[config.mk]
export PLATFORM = sky130hd
export DESIGN_NAME = battery_level_from_voltage
export DESIGN_NICKNAME = d
export VERILOG_FILES = /design/src/sv/bat_lvl_pkg.sv /design/src/sv/bat_lvl_seg.sv /design/src/sv/bat_lvl_interp.sv /design/src/sv/battery_level_from_voltage.sv
export SDC_FILE = /design/constraint.sdc
export NUM_CORES = 1
export LEC_CHECK = 0
export BUFFER_PORTS_ARGS = -buffer_cell sky130_fd_sc_hd__buf_4
export CORE_ASPECT_RATIO = 2
export CORE_MARGIN = 2
export CORE_UTILIZATION = 60
export DETAILED_ROUTE_END_ITERATION = 16
export PLACE_DENSITY_LB_ADDON = 0.12
export SYNTH_ARGS = -nofsm -noshare
export SYNTH_HDL_FRONTEND = slang
export SYNTH_HIERARCHICAL = 1
export SYNTH_SLANG_ARGS = --single-unit
[constraint.sdc]
create_clock -name clk -period 19.85 [get_ports clk]
set_input_delay 1.985 -clock clk [delete_from_list [all_inputs] [get_ports clk]]
set_output_delay 1.985 -clock clk [all_outputs]
set_load 0.05 [all_outputs]
[src/sv/bat_lvl_pkg.sv]
// Shared types, widths and discharge-curve constants for the battery level block.
package bat_lvl_pkg;

  // Field widths
  localparam int MV_W  = 13;  // battery voltage, mV
  localparam int LVL_W = 7;   // charge level, percent

  // Curve shape
  localparam int CURVE_N = 12;          // points on the discharge curve
  localparam int SEG_N   = CURVE_N - 1; // segments between points
  localparam int SEG_W   = 4;           // indexes CURVE_N points
  localparam int OFS_W   = 8;           // offset into a segment, widest span 150 mV
  localparam int RCP_W   = 14;          // scaled rise/span factor
  localparam int RCP_SH  = 16;          // fraction bits of that factor
  localparam int QUO_W   = 4;           // interpolated step, at most 10
  localparam int PRD_W   = OFS_W + RCP_W;

  // Curve points, top first
  localparam logic [MV_W-1:0] CURVE_MV [CURVE_N] = '{
    13'd4200, 13'd4100, 13'd4000, 13'd3920, 13'd3850, 13'd3780,
    13'd3720, 13'd3660, 13'd3580, 13'd3480, 13'd3350, 13'd3200
  };

  localparam logic [LVL_W-1:0] CURVE_LVL [CURVE_N] = '{
    7'd100, 7'd90, 7'd80, 7'd70, 7'd60, 7'd50,
    7'd40,  7'd30, 7'd20, 7'd10, 7'd5,  7'd0
  };

  // ceil(rise * 2^16 / span) per segment. Offsets stay below 150, so the
  // rounding error is under 1/150 of a step and the floor is exact.
  localparam logic [RCP_W-1:0] SEG_RCP [SEG_N] = '{
    14'd6554, 14'd6554, 14'd8192, 14'd9363, 14'd9363, 14'd10923,
    14'd10923, 14'd8192, 14'd6554, 14'd2521, 14'd2185
  };

  // Segment lookup result handed to the interpolator
  typedef struct packed {
    logic             above_top;   // at or over the top point: full
    logic             below_bot;   // under the bottom point: empty
    logic [SEG_W-1:0] seg;         // segment index, top segment is 0
    logic [OFS_W-1:0] ofs;         // voltage above the segment's lower point
    logic [LVL_W-1:0] lo_lvl;      // level at the segment's lower point
  } seg_sel_t;

endpackage

[src/sv/bat_lvl_seg.sv]
// Segment finder: picks the curve segment holding a voltage and the offset into it.
module bat_lvl_seg (
  input  logic [bat_lvl_pkg::MV_W-1:0] mv,
  output bat_lvl_pkg::seg_sel_t        sel
);
  import bat_lvl_pkg::*;

  logic [SEG_W-1:0] seg;
  logic [SEG_W-1:0] lo_idx;
  logic [OFS_W-1:0] diff;

  // First segment from the top whose lower point is at or under the voltage
  always_comb begin
    seg = '0;
    for (int k = SEG_N - 1; k >= 0; k--) begin
      if (mv >= CURVE_MV[k + 1]) begin
        seg = SEG_W'(k);
      end
    end
  end

  assign lo_idx = seg + SEG_W'(1);
  assign diff   = OFS_W'(mv - CURVE_MV[lo_idx]);

  // Pack up the lookup
  always_comb begin
    sel.above_top = (mv >= CURVE_MV[0]);
    sel.below_bot = (mv <  CURVE_MV[CURVE_N - 1]);
    sel.seg       = seg;
    sel.ofs       = diff;
    sel.lo_lvl    = CURVE_LVL[lo_idx];
  end

endmodule

[src/sv/bat_lvl_interp.sv]
// Interpolator: scales the segment offset by rise/span and adds the lower level.
module bat_lvl_interp (
  input  bat_lvl_pkg::seg_sel_t         sel,
  output logic [bat_lvl_pkg::LVL_W-1:0] level
);
  import bat_lvl_pkg::*;

  logic [PRD_W-1:0] prod;
  logic [QUO_W-1:0] step;

  // Fixed-point multiply stands in for the per-segment constant division
  assign prod = PRD_W'(sel.ofs) * PRD_W'(SEG_RCP[sel.seg]);
  assign step = prod[RCP_SH +: QUO_W];

  // Clamp ends of the curve, otherwise lower level plus the step
  always_comb begin
    priority if (sel.above_top) begin
      level = CURVE_LVL[0];
    end else if (sel.below_bot) begin
      level = CURVE_LVL[CURVE_N - 1];
    end else begin
      level = sel.lo_lvl + LVL_W'(step);
    end
  end

endmodule

[src/sv/battery_level_from_voltage.sv]
// Top level: battery voltage to charge percentage, input register and result register.
//
//   channel  direction  beat payload                 flow control
//   in_      in         in_battery_mv  [12:0] mV     in_valid / in_stall
//   out_     out        out_charge_pct [6:0] %       out_valid / out_stall
//
// One beat per cycle sustained while out_stall stays low; a beat goes from the input
// register through the lookup and multiply into the result register, and a stall can hold it
// in between. The single 8x14 multiply in the interpolator sets the path between the registers.
// rst_n is synchronous and clears both valid flags; payload registers are not reset.
// in_stall rises only when both registers hold a beat and out_stall is high.
module battery_level_from_voltage (
  input  logic                          clk,
  input  logic                          rst_n,
  input  logic                          in_valid,
  output logic                          in_stall,
  input  logic [bat_lvl_pkg::MV_W-1:0]  in_battery_mv,
  output logic                          out_valid,
  input  logic                          out_stall,
  output logic [bat_lvl_pkg::LVL_W-1:0] out_charge_pct
);
  import bat_lvl_pkg::*;

  logic              in_vld_r;
  logic [MV_W-1:0]   mv_r;
  logic              out_vld_r;
  logic [LVL_W-1:0]  level_r;
  logic [LVL_W-1:0]  level_nxt;
  logic              out_free;
  seg_sel_t          sel;

  // Flow control
  assign out_free = !out_vld_r || !out_stall;
  assign in_stall = in_vld_r && !out_free;

  // Input register
  always_ff @(posedge clk) begin
    if (!rst_n) begin
      in_vld_r <= 1'b0;
    end else if (!in_stall) begin
      in_vld_r <= in_valid;
    end
    if (in_valid && !in_stall) begin
      mv_r <= in_battery_mv;
    end
  end

  bat_lvl_seg u_seg (
    .mv  (mv_r),
    .sel (sel)
  );

  bat_lvl_interp u_interp (
    .sel   (sel),
    .level (level_nxt)
  );

  // Result register
  always_ff @(posedge clk) begin
    if (!rst_n) begin
      out_vld_r <= 1'b0;
    end else if (out_free) begin
      out_vld_r <= in_vld_r;
    end
    if (out_free && in_vld_r) begin
      level_r <= level_nxt;
    end
  end

  assign out_valid      = out_vld_r;
  assign out_charge_pct = level_r;

`ifndef ASSERT_OFF
  a_level_range: assert property (@(posedge clk) disable iff (!rst_n)
    out_vld_r |-> (level_r <= CURVE_LVL[0]))
    else $error("level above full scale");

  a_stall_full: assert property (@(posedge clk) disable iff (!rst_n)
    in_stall |-> (in_vld_r && out_vld_r))
    else $error("input stalled with a free register");

  a_beat_taken: assert property (@(posedge clk) disable iff (!rst_n)
    (in_valid && !in_stall) |=> in_vld_r)
    else $error("accepted beat lost from input register");

  a_beat_moved: assert property (@(posedge clk) disable iff (!rst_n)
    (in_vld_r && out_free) |=> (out_vld_r && level_r == $past(level_nxt)))
    else $error("beat not moved into result register");
`endif

endmodule

; ---- Word-level counts from Yosys, hierarchy flattened
; Memory sizes are Yosys's and may differ from the RTL's.
; Index checks and enable logic that the tools add are counted.
[op_classes]
n_addsub = 3
multipliers = 1
order_cmp = 15
n_mux = 18
n_bitwise = 2
reduce_logical = 9
[op_table]
columns = operator, count
row1 = $ge 13x12->1 const B, 10
row2 = $mux 4, 11
row3 = $mux 14, 2
row4 = $ge 13x13->1 const B, 2
row5 = $mux 7, 3
row6 = $mul 8x14->20, 1
row7 = $mux 8, 2
row8 = $lt 13x12->1 const B, 1
row9 = $ge 5x5->1 const B, 2
row10 = $not 4->5, 2
row11 = $sub 8x8->8, 1
row12 = $add 7x4->7, 1
row13 = $add 4x1->4 const B, 1
row14 = $logic_not 1->1, 4
row15 = $logic_and 1x1->1, 3
row16 = $reduce_or 2->1, 1
row17 = $logic_or 1x1->1, 1
[word_totals]
regBits = 22
romBits = 544
inputBits = 17
out_inout_bits = 9
word_cells = 56
n_memories = 3
[mem_list]
columns = name, depth, word_bits, read_ports, rd_clocked_by_memory_dff, wr, line_no
row1 = (name not given), 16, 14, 1, 0, 0, bat_lvl_interp.sv:12  ; assign prod = PRD_W'(sel.ofs) * PRD_W'(SEG_RCP[sel.seg]);
row2 = (name not given), 16, 13, 1, 0, 0, bat_lvl_seg.sv:23  ; assign diff = OFS_W'(mv - CURVE_MV[lo_idx]);
row3 = (name not given), 16, 7, 1, 0, 0, bat_lvl_seg.sv:31  ; sel.lo_lvl = CURVE_LVL[lo_idx];

; ---- Depth between registers and ports, before layout
; Gate-level depths: netlist of run 1.
[logic_depth]
ltp_word = 21
ltp_mapped = 43
ltp_nobuf = 40

; ---- Modules after synthesis
; Netlist of run 1, hierarchy kept.
[by_module_without_submodules]
columns = mod, n_inst, cells_each, area_per_inst_um2, seq_area_each_um2
row1 = bat_lvl_interp, 1, 387, 3329.4, 0.0
row2 = bat_lvl_seg, 1, 151, 1028.5, 0.0
row3 = battery_level_from_voltage, 1, 28, 684.4, 640.6

; ---- Worst setup path before layout of run 1
; No wires, ideal clock.
[synth_path]
kind = reg-to-reg
startpoint = register mv_r[6]
endpoint = register level_r[6], in the netlist out_charge_pct[6], data pin
setup_time_ns = 0.274
t_arrival_ns = 9.088
required_time_ns = 19.576
slack_ns = 10.488
stages_incl_launch_ff = 40
path_buffers = 3
synth_period_minus_slack_ns = 9.362
cell_sequence = edfxtp_1 -> clkbuf_1 -> or4_1 -> o211ai_1 -> o311ai_1 -> nand2_1 -> inv_1 -> ha_1 -> clkbuf_1 -> o31a_1 -> mux2_2 -> ha_1 -> nor2b_1 -> nor3_1 -> o21bai_1 -> a21oi_1 -> xnor2_1 -> xnor2_1 -> [... 4 more ...] -> fa_1 -> fa_1 -> inv_1 -> fa_1 -> inv_1 -> ha_1 -> a21oi_1 -> o21ai_0 -> and4_1 -> o21ai_0 -> a21oi_1 -> o41a_2 -> fa_1 -> a21o_1 -> a21oi_1 -> nor2_1 -> xnor2_1 -> o21bai_1
[synth_lines]
columns = element, line_no
row1 = "start, declared", battery_level_from_voltage.sv:25  ; logic [MV_W-1:0] mv_r;
row2 = "start signal, assigned", battery_level_from_voltage.sv:44  ; mv_r <= in_battery_mv;
row3 = "end signal, assigned", battery_level_from_voltage.sv:66  ; level_r <= level_nxt;
row4 = "end, declared", battery_level_from_voltage.sv:27  ; logic [LVL_W-1:0] level_r;

==> reports/results.ini, run 1 <==
[run_status]
status=complete, no violations

[route]
ant_nets=0
avgViaCountPerCell=6.02
wl_per_cell_um=19.3
via_count=4075
drt-initial-drc-count=266
drtPass1Iterations=5
wirelength_mm=13.0
drc=0

[yosys]
synth_edf_count=20
ys_seq_area_frac=0.127
yosys_warnings=6
synth_cell_type_count=66
syn_nets=707
synth_cells=566
ys_ff_latch=22
synthFlopType=edfxtp_1
avgSynthCellArea_um2=8.91
syn_area_um2=5040
async_flop_share=0

[sta]
max_freq_mhz=94.5
hold_viol=0
setup_tns_ns=0
maxSlewViolCount=0
slew_headroom=0.249
fin_worst_skew_ns=0.00311
finalCriticalPeriod_ns=10.59
tightestPinTransition_ns=1.12
finalCritPeriodShare=0.533
fin_ws_ns=9.26
rsz0062_at_grt=false
setup_viol=0

[floorplan]
io_pins=26
core_um2=8230
die_w_um=68.8
start_util=0.612
die-area_um2=9200
core.rowCount=47
die_h_um=134

[cells_and_area]
final_cell_mix=inv_1, fa_1, ha_1
area_growth_pct=6.97
final_nets=721
drive_gt1_frac=0.0812
multiInputGateArea_um2=3960
utilization=0.655
antenna_cells=0
nFillCells=719
layout_commonest_cell=inv_1
seq_area_um2=641

[placed_design]
io_buffers=25
pre_cts_slack_ns=9.45
gp_congestion=0.947
hpwl_mm=11.2

[critical_path]
required_ns=19.83
slowest_delay_ns=0.59
critPathCaptureType=flop
worstSetupStartpointType=flop
crit_type=flop to flop
arrival_ns=10.57
cp_slowest_cell=fa_1
crit_path_start=mv_r[6]
worst-path-max-fanout=12
timing.rr.start=mv_r[6]

[power_and_ir_drop]
vdd_drop_max_mv=0.176
power.switching_uw=497
intPower_uw=446
p_seq_frac=0.072
clkPwrFrac=0.061
p_comb_frac=0.867
switching_share=0.527
pwr_density_cell_nw_per_um2=175
leakage_uw=0.00265

[clocking]
clockRootBuffer=clkbuf_16
clk_path_buf_depth=2
cts_buffers=3
cts_tree=yes
htree_levels=1
path_clk_slew_ns=0.06
cts_resized=0
post_cts.repair.setup_buffers=0
cts-hold-fix-buffers=0
clock_latency_ns=0.26
clock_sinks=22

[run]
maxCapViolCount=0

[global_route]
track_usage=0.311
grt-ovfl-total=0
grt_pass1_wl_mm=20.8
antenna_found_initial=0
grt_pass1_vias=4334
grt_max_degree=23

[worst_hold_path]
hold_start=in_vld_r
hold_path_class=flop to flop

-- path summary, 6_finish.rpt --
kind,endpoint,slack (ns),cells past startpoint
setup / recovery,out_charge_pct[6],9.26,38
hold / removal,out_valid,0.52,2
setup reg to reg,out_charge_pct[6],9.26,38
hold reg to reg,out_valid,0.52,2
-- cell families after synthesis --
kind of cell / synth area share
flops: 0.127
simple gates: 0.200
xor+xnor: 0.0278
buf+inv: 0.0883
compound gates: 0.136
fa+ha+maj: 0.405
mux: 0.0154
-- area by class of cell --
class                   count  share of cell area
multi-input cells         430               0.734
flip-flops and latches     22               0.119
inverters                  97              0.0684
repair buffers             26              0.0362
well taps                  98              0.0227
clock buffers               3              0.0139
clock inverters             1             0.00557
-- layer usage --
| layer | share of wire | vias to the layer above | track usage |
|---|---|---|---|
| li1 | - | 1907 | - |
| met1 | 0.31 | 1984 | 0.271 |
| met2 | 0.58 | 126 | 0.606 |
| met3 | 0.023 | 58 | 0.0135 |
| met4 | 0.090 | 0 | 0.223 |
| met5 | 0 | - | 0 |
-- metrics by stage --
stage | hold WS, ns | total power, uW | std cells | instance area, um^2
floorplan | 0.475 | 677 | 566 | 5040
global placement | 0.503 | 862 | 673 | 5290
detailed placement | 0.506 | 880 | 673 | 5290
CTS | 0.524 | 943 | 677 | 5390
global route | 0.566 | 1060 | 677 | 5390
finish | 0.518 | 942 | 677 | 5390
-- registers in the layout, indices dropped and copies added (netlist names) --
name and count:
mv_r 13, out_valid 1, out_charge_pct 7, in_vld_r 1
-- critical path, delay by kind of cell (launching register included) --
| kind | cells | cell delay (ns) |
|---|---|---|
| DFF | 1 | 0.53 |
| xor gates and xnor gates | 3 | 0.80 |
| and+or+nand+nor | 8 | 1.69 |
| AOI/OAI and AO/OA | 14 | 2.77 |
| buffers and inverters | 4 | 0.46 |
| muxes | 1 | 0.28 |
| adders and majority gates | 8 | 3.77 |
-- cell usage after synthesis, types with 5 or more instances --
library cell / number / area, um^2
o21ai_0: 13 / 65.1
nand3_1: 6 / 30.0
and2_1: 40 / 250
fa_1: 64 / 1280
nor3_1: 14 / 70.1
clkbuf_1: 14 / 52.6
ha_1: 60 / 751
a21oi_1: 26 / 130
nor2b_1: 17 / 106
nand4_1: 5 / 31.3
xnor2_1: 13 / 114
nor2_1: 23 / 86.3
inv_1: 96 / 360
nand2b_1: 6 / 37.5
edfxtp_1: 20 / 601
a31oi_1: 5 / 31.3
nand2_1: 41 / 154
a21o_1: 11 / 82.6
and3_1: 8 / 50.1
and2b_1: 5 / 37.5
-- power groups by stage --
| stage | sequential (uW) | combinational, uW | clock, uW |
|---|---|---|---|
| after CTS | 68.2 | 817 | 58.0 |
| after detailed placement | 69.1 | 811 | 0 |
| final | 68.1 | 817 | 57.1 |
| after global placement | 68.9 | 793 | 0 |
| after global routing | 69.2 | 935 | 59.3 |
| after floorplan | 84.3 | 593 | 0 |
No activity file was read; power rests on OpenSTA's default activity.
==> run 2, diff against run 1 <==
clock period = 10.03 ns   (was 19.85 ns; I/O delays follow)
==> reports/results.ini, run 2 (same netlist as run 1, synthesis figures left out) <==
[sta]
tightestPinTransition_ns=1.13  ; +0.00512 ns
hold_viol=0  ; unchanged
setup_tns_ns=0  ; unchanged
fin_ws_ns=0.477  ; -8.79 ns
slew_headroom=0.246  ; -0.00342
setup_viol=0  ; unchanged
fin_worst_skew_ns=0.00243  ; -0.000672 ns
max_freq_mhz=105  ; +11%
finalCritPeriodShare=0.952  ; +0.419
finalCriticalPeriod_ns=9.55  ; -1.03 ns
maxSlewViolCount=0  ; unchanged

[clocking]
clock_sinks=22  ; unchanged
cts_buffers=3  ; unchanged
cts-hold-fix-buffers=0  ; unchanged
clock_latency_ns=0.26  ; about the same
htree_levels=1  ; unchanged
clockRootBuffer=clkbuf_16
cts_tree=yes
clk_path_buf_depth=2  ; unchanged
path_clk_slew_ns=0.06  ; about the same

[floorplan]
start_util=0.612  ; unchanged
die_w_um=68.8  ; unchanged
core_um2=8230  ; unchanged
io_pins=26  ; unchanged
die_h_um=134  ; unchanged
core.rowCount=47  ; unchanged
die-area_um2=9200  ; unchanged

[critical_path]
worst-path-max-fanout=8  ; -4
crit_type=flop to flop
path_buf_inv=4  ; unchanged
critPathCaptureType=flop
cp_common_cell=fa_1
arrival_ns=9.56  ; -1.01 ns
worstSetupStartpointType=flop
cp_top_family=adder cells
cp_slowest_cell=fa_1
slowest_delay_ns=0.55  ; -0.04 ns
required_ns=10.04  ; -9.79 ns

[power_and_ir_drop]
p_seq_frac=0.071  ; about the same
clkPwrFrac=0.060  ; about the same
switching_share=0.528  ; about the same
pwr_density_cell_nw_per_um2=339  ; +94%
finalPower_uw=1890  ; +100%
intPower_uw=893  ; +100%
power.switching_uw=997  ; +100%
p_comb_frac=0.869  ; +0.002
vdd_drop_max_mv=0.282  ; +61%
leakage_uw=0.00276  ; +4.0%

[route]
via_count=4304  ; +5.6%
dr_wl_met3_um=508  ; +67%
drt-initial-drc-count=245  ; -7.9%
wl_per_cell_um=19.8  ; +2.7%
drtPass1Iterations=6  ; +1
drt-met1-wl_mm=4.19  ; +5.0%
avgViaCountPerCell=6.16  ; +2.3%
drc=0  ; unchanged
highest_layer=met4
wirelength_mm=13.8  ; +6.0%
wl_met2_mm=7.81  ; +3.1%
ant_nets=0  ; unchanged

[run]
maxCapViolCount=0  ; unchanged

[cells_and_area]
fin_area_um2=5580  ; +3.5%
layout_commonest_cell=inv_1
antenna_cells=0  ; unchanged
seq_area_um2=641  ; unchanged
area_growth_pct=10.7
final_cell_mix=inv_1, fa_1, ha_1
regMostFlops=mv_r
drive_gt1_frac=0.120  ; +0.0386
largest_register_ffs=13  ; unchanged
nFillCells=697  ; -3.1%
final_nets=743  ; +3.1%
multiInputGateArea_um2=3980  ; +0.57%

[global_route]
grt-ovfl-total=0  ; unchanged
grt_pass1_wl_mm=22.8  ; +9.6%
grt_pass1_vias=4699  ; +8.4%
antenna_found_initial=0  ; unchanged
track_usage=0.336  ; +0.0256
grt_max_degree=16  ; -30%

[worst_hold_path]
hold_path_class=flop to flop

[run_status]
status=complete, no violations

[placed_design]
pre_cts_slack_ns=0.429  ; -9.02 ns
gp_congestion=0.969  ; +2.3%
hpwl_mm=11.5  ; +2.5%
io_buffers=25  ; unchanged
dpl_cell_area_um2=5380  ; +1.7%

-- run 2: changes by cell type in the layout (fill, tap and decap cells not counted), sizes merged --
cell,delta
buf,+22
-- run 2: area by class of cell --
| cell class | count | area share |
|---|---|---|
| multi-input combinational | 430 | 0.714 |
| sequential | 22 | 0.115 |
| inverter | 97 | 0.0661 |
| timing repair buffer | 48 | 0.0646 |
| tap | 98 | 0.0220 |
| clock buffer | 3 | 0.0134 |
| clock inverter | 1 | 0.00538 |
-- run 2: final timing paths --
kind                                          end  slack, ns  depth (start not counted)  startpoint
worst max-delay path            out_charge_pct[5]       0.48                         39     mv_r[6]
worst min register to register          out_valid       0.53                          2    in_vld_r
worst max register to register  out_charge_pct[5]       0.48                         39     mv_r[6]
worst min-delay path                    out_valid       0.53                          2    in_vld_r
-- run 2: timing repair --
action / in CTS / in global routing
endpoints found under the setup margin: 0 / 4
resized for setup: 0 / 4
buffers inserted: 0 / 10
-- run 2: metal layers --
layer | vias to the layer above | track usage
li1 | 1957 | -
met1 | 2077 | 0.311
met2 | 186 | 0.610
met3 | 84 | 0.0431
met4 | 0 | 0.267
met5 | - | 0
-- run 2: power by group through the flow --
stage          logic (uW)  clock network (uW)  registers (uW)
2_1_floorplan        1170                   0             167
3_3_place_gp         1580                   0             136
3_5_place_dp         1620                   0             137
4_1_cts              1630                 115             135
5_1_grt              1890                 117             136
6_report             1640                 113             134
-- run 2: worst register-to-register path, delay by kind of cell (launching register included) --
kind,cells,cell delay [ns]
xor gates and xnor gates,3,0.55
AOI/OAI and AO/OA,16,3.12
buffers and inverters,4,0.35
and+or+nand+nor,8,1.30
DFF,1,0.49
adders and majority gates,8,3.47
-- run 2: metrics by stage --
step / hold slack (ns) / utilization / cells
after floorplan: 0.475 / - / 566
after global placement: 0.501 / 0.653 / 685
after detailed placement: 0.526 / 0.653 / 685
after CTS: 0.531 / 0.666 / 689
after global routing: 0.579 / 0.678 / 699
final: 0.526 / 0.678 / 699
